$ cat config.mk
export PLATFORM = sky130hd
export DESIGN_NAME = pfu_ctrl
export DESIGN_NICKNAME = d
export VERILOG_FILES = /design/src/pfu_pkg.sv /design/src/pfu_ctrl.sv
export SDC_FILE = /design/constraint.sdc
export NUM_CORES = 1
export LEC_CHECK = 0
export ABC_AREA = 0
export BUFFER_PORTS_ARGS = -buffer_cell sky130_fd_sc_hd__clkbuf_2
export CORE_AREA = 2 2 39 41
export CTS_BUF_LIST = sky130_fd_sc_hd__clkbuf_4 sky130_fd_sc_hd__clkbuf_8
export CTS_CLUSTER_DIAMETER = 50
export DETAILED_ROUTE_END_ITERATION = 16
export DIE_AREA = 0 0 41 43
export HOLD_SLACK_MARGIN = 0.1
export PLACE_DENSITY_LB_ADDON = 0.08
export SLEW_MARGIN = 40
export SYNTH_ARGS = -nofsm -noshare
export SYNTH_HDL_FRONTEND = slang
export SYNTH_SLANG_ARGS = --single-unit
$ cat constraint.sdc
create_clock -name clk -period 1.4 [get_ports clk]
set_clock_uncertainty 0.15 [all_clocks]
set_input_delay 0.14 -clock clk [delete_from_list [all_inputs] [get_ports clk]]
set_output_delay 0.14 -clock clk [all_outputs]
set_load 0.02 [all_outputs]
$ cat src/pfu_pkg.sv
`default_nettype none

package pfu_pkg;

	localparam int PALETTE_ENTRIES = 256;
	localparam int PAL_AW = $clog2(PALETTE_ENTRIES);
	localparam int PAL_DW = 24;
	localparam logic [PAL_DW-1:0] PAL_WHITE = 24'hFFFFFF;
	localparam logic signed [8:0] FADE_FULL_POS = 9'sd255;
	localparam logic signed [8:0] FADE_FULL_NEG = -9'sd255;

	typedef enum logic [2:0] {
		FN_WRITE    = 3'd0,
		FN_CLEAR    = 3'd1,
		FN_FADE_IN  = 3'd2,
		FN_FADE_OUT = 3'd3,
		FN_TICK     = 3'd4,
		FN_READ     = 3'd5
	} func_t;

	typedef enum logic [1:0] {
		DIR_IDLE = 2'd0,
		DIR_IN   = 2'd1,
		DIR_OUT  = 2'd2
	} dir_t;

	// controller to datapath
	typedef struct packed {
		logic exec;
		logic sat;
	} cmd_t;

	// datapath to controller
	typedef struct packed {
		logic is_read;
	} sts_t;

	function automatic logic [7:0] sat_chan(input logic [7:0] chan,
			input logic signed [8:0] off);
		logic signed [10:0] v;
		v = $signed({3'b000, chan}) + $signed({{2{off[8]}}, off});
		if (v < 11'sd0) begin
			return 8'd0;
		end else if (v > 11'sd255) begin
			return 8'd255;
		end else begin
			return v[7:0];
		end
	endfunction

endpackage

`default_nettype wire

$ cat src/pfu_ctrl.sv
`default_nettype none

module pfu_ctrl (
	input  wire logic          clk,
	input  wire logic          arst_n,
	input  wire logic          in_valid,
	input  wire logic          out_stall,
	input  wire pfu_pkg::sts_t sts,
	output logic               in_stall,
	output logic               out_valid,
	output pfu_pkg::cmd_t      cmd
);

	import pfu_pkg::*;

	typedef enum logic [1:0] {
		ST_IDLE,
		ST_READ,
		ST_OUT
	} state_t;

	state_t state_q;
	logic   out_valid_q;

	always_ff @(posedge clk or negedge arst_n) begin
		if (!arst_n) begin
			state_q     <= ST_IDLE;
			out_valid_q <= 1'b0;
		end else begin
			unique case (state_q)
				ST_IDLE: begin
					if (in_valid) begin
						if (sts.is_read) begin
							state_q <= ST_READ;
						end else begin
							state_q     <= ST_OUT;
							out_valid_q <= 1'b1;
						end
					end
				end
				ST_READ: begin
					state_q     <= ST_OUT;
					out_valid_q <= 1'b1;
				end
				ST_OUT: begin
					if (!out_stall) begin
						state_q     <= ST_IDLE;
						out_valid_q <= 1'b0;
					end
				end
				default: begin
					state_q     <= ST_IDLE;
					out_valid_q <= 1'b0;
				end
			endcase
		end
	end

	assign in_stall  = (state_q != ST_IDLE);
	assign out_valid = out_valid_q;
	assign cmd.exec  = in_valid && (state_q == ST_IDLE);
	assign cmd.sat   = (state_q == ST_READ);

endmodule

`default_nettype wire

==> impl_results.md <==
* Status: completed
* Critical Path Start Type: flip-flop
* Max FO, Critical Path at 4
* CTS tree: yes
* Synth cell types at 10
* CTS Buf Count at 3
* WP data required at 1.11 ns
* Share of the synthesized area in the top cell type at 0.531
* Post-layout min period at 1.35 ns
* Syn_nets at 20
* Slowest stage delay, CP at around 0.4 ns
* Top Ports at 9
* Sequential Power Share at 0.260
* CP Class: flip-flop to output pin
* Pin count of the biggest net entering global routing at 5
* Crit path DAT at 1.06 ns
* Mapped Cells at 15
* Fillers at between 150 and 200
* Fin crit share at 0.967
* # nets final at 39
* Initial cell density of the core at 0.102
* Dpl hpwl at about 300 um
* Worst Hold Slack at about 0.32 ns
* Final Hold Fails at 0
* Clock group share of total power at 0.296
* Slew @ Worst Pin at ~0.15 ns
* Die Width at 41 um
* Max-Cap Viols at 0
* Vias in the first global route at about 190
* Final setup fails at 0
* PortBufs at 8
* Remaining DRCs at 0
* Clock sinks at 3
* GPL Wtd Cong at between 0.6 and 0.7
* Antenna violations before repair at 0
* Seq cells post-synth at 3
* Core Area at 1380 um2
* Switching Fraction at 0.350
* Chip Height at 43 um
* Hold WC Path Type: flip-flop to flip-flop
* Final std cell area, no fill at 308 um2
* Cell Rows at 14
* Fin cells at 49
* Setup TNS at 0 ns
* Total congestion overflow at 0
* Antenna diodes at 0
* Slowest cell on crit path: dfrtp_1
* Clock-pin transition on the worst setup and hold timing paths at ~0.04 ns
* Top cells by area, synth: dfrtp_1 53%, nand2b_1 8.8%, a21o_1 5.3%
* Cell taking the most area after synthesis: dfrtp_1
* Routed wire length at 383 um
* Post-DR wirelength/cell at 7.82 um
* Power density over the cells at between 1500 and 2000 nW/um2
* Vias post-DR at 167
* First-pass GRT wire length at 641 um
* Total Power at 0.000575 W
* Syn Area/Cell at 9.43 um2
* Post-DRT Antenna Nets at 0
* Layout cells sized above 1 at 0.485
* Skew-Pair Late Insertion Delay at 0.23 ns
* Lkg Pwr at 0.159 nW
* Max VDD drop at 512 uV
* Detailed Route Iter0 Violations at 5
* Htree depth at 1
* Dpl cells at 39
* Dpl cell area at 201 um2
* First-pass DRT Iterations at 4
* Internal power at about 0.00037 W
* Die Footprint at 1760 um2
* Vias/cell at 3.41
* Slew HR at 0.898
* Root buf cell: clkbuf_4
* Fraction of the yosys area taken by sequential cells at 0.531
* Total track usage at 0.0653
* Crit-path cells: nor2_4, and2_2, clkbuf_8
* Syn. warnings at 0
* Psw at just over 0.0002 W
* Cell Area, Synth at 141 um2
* Max Fclk at 739 MHz
* Layout area overhead at 118%
* Setup crit end kind: output pin
* Slew Viols, Final at 0
* CTS Buffer Depth at 2
* Comb power frac at 0.445
==> critical path: cells and delay by family, from the launching register on <==
family | cells | cell delay (ns)
AND/OR/NAND/NOR | 2 | 0.30
flip-flops | 1 | 0.40
buffers and inverters | 1 | 0.13
==> routing by layer <==
metal,up-vias,track usage,share of wire
met1,78,0.0484,0.39
li1,84,-,-
met5,-,0,0
met2,5,0.0906,0.56
met4,0,0.100,0
met3,0,0.0314,0.044
==> state kept, by name, summed over array words and instances, names as in the netlist <==
| signal | flops |
|---|---|
| state_q | 2 |
| out_valid | 1 |
==> cell usage after synthesis, drive strengths merged <==
cell and count:
and2 1, a22oi 1, a21o 1, nor2 2
dfrtp 3, nand2 1, inv 2, and3 1
a21oi 1, nand2b 2
==> area by class of cell <==
cell class / count / area [um2] / share of cell area
flip-flops and latches: 3 / 75.1 / 0.244
inverters: 2 / 7.51 / 0.0244
repair buffers: 14 / 109 / 0.354
clock buffers: 4 / 30.0 / 0.0976
multi-input cells: 10 / 66.3 / 0.215
well taps: 16 / 20.0 / 0.0650
==> power groups by stage <==
stage | Sequential, W | Combinational (W) | Clock [W]
global route | 0.000155 | 0.000274 | 0.000185
CTS | 0.000142 | 0.000254 | 0.000180
detailed placement | 0.000151 | 0.000186 | 0
floorplan | 0.000165 | 0.000106 | 0
global placement | 0.000149 | 0.000187 | 0
finish | 0.000149 | 0.000256 | 0.000170
==> repair_timing <==
item | in CTS | in global routing
hold buffers | 5 | 0
pin swaps | 1 | 0
resized for setup | 3 | 2
setup buffers | 2 | 0
setup endpoints to repair | 1 | 1
endpoints found under the hold margin | 6 | 0
==> final timing paths <==
kind | startpoint | end | slack, ns | depth (start not counted)
setup / recovery | state_q[1]$_DFFE_PN0P_ | cmd[1] | 0.05 | 3
hold / removal | out_valid$_DFFE_PN0P_ | out_valid$_DFFE_PN0P_ | 0.32 | 1
setup reg to reg | state_q[0]$_DFFE_PN0P_ | state_q[1]$_DFFE_PN0P_ | 0.27 | 3
hold reg to reg | out_valid$_DFFE_PN0P_ | out_valid$_DFFE_PN0P_ | 0.32 | 1
max in group asynchronous | arst_n | state_q[1]$_DFFE_PN0P_ | 0.32 | 3
min in group asynchronous | arst_n | state_q[0]$_DFFE_PN0P_ | 0.63 | 3
==> per-stage QoR <==
step / utilization / setup slack (ns)
finish: 0.222 / 0.0469
floorplan: - / 0.343
global route: 0.222 / -0.00524
global placement: 0.146 / 0.176
CTS: 0.222 / 0.00698
detailed placement: 0.146 / 0.164
==> logic make-up after synthesis <==
group | synth area share
AND/OR/NAND/NOR | 0.274
flip-flops | 0.531
AO/OA/AOI/OAI | 0.142
buffers and inverters | 0.0531
==> cells in the final DEF, fill, tap and decap left out <==
cell type / n
dlygate4sd3_1: 5
clkbuf_2: 5
clkbuf_4: 4
dfrtp_1: 3
inv_1: 2
nand2b_1: 2
buf_4: 2
nor2_1: 1
nor2_4: 1
and2_2: 1
a22oi_1: 1
and3_2: 1
nand2_1: 1
a21oi_1: 1
a21o_1: 1
buf_2: 1
clkbuf_8: 1
Note: power is estimated with default switching activity, not from simulation.
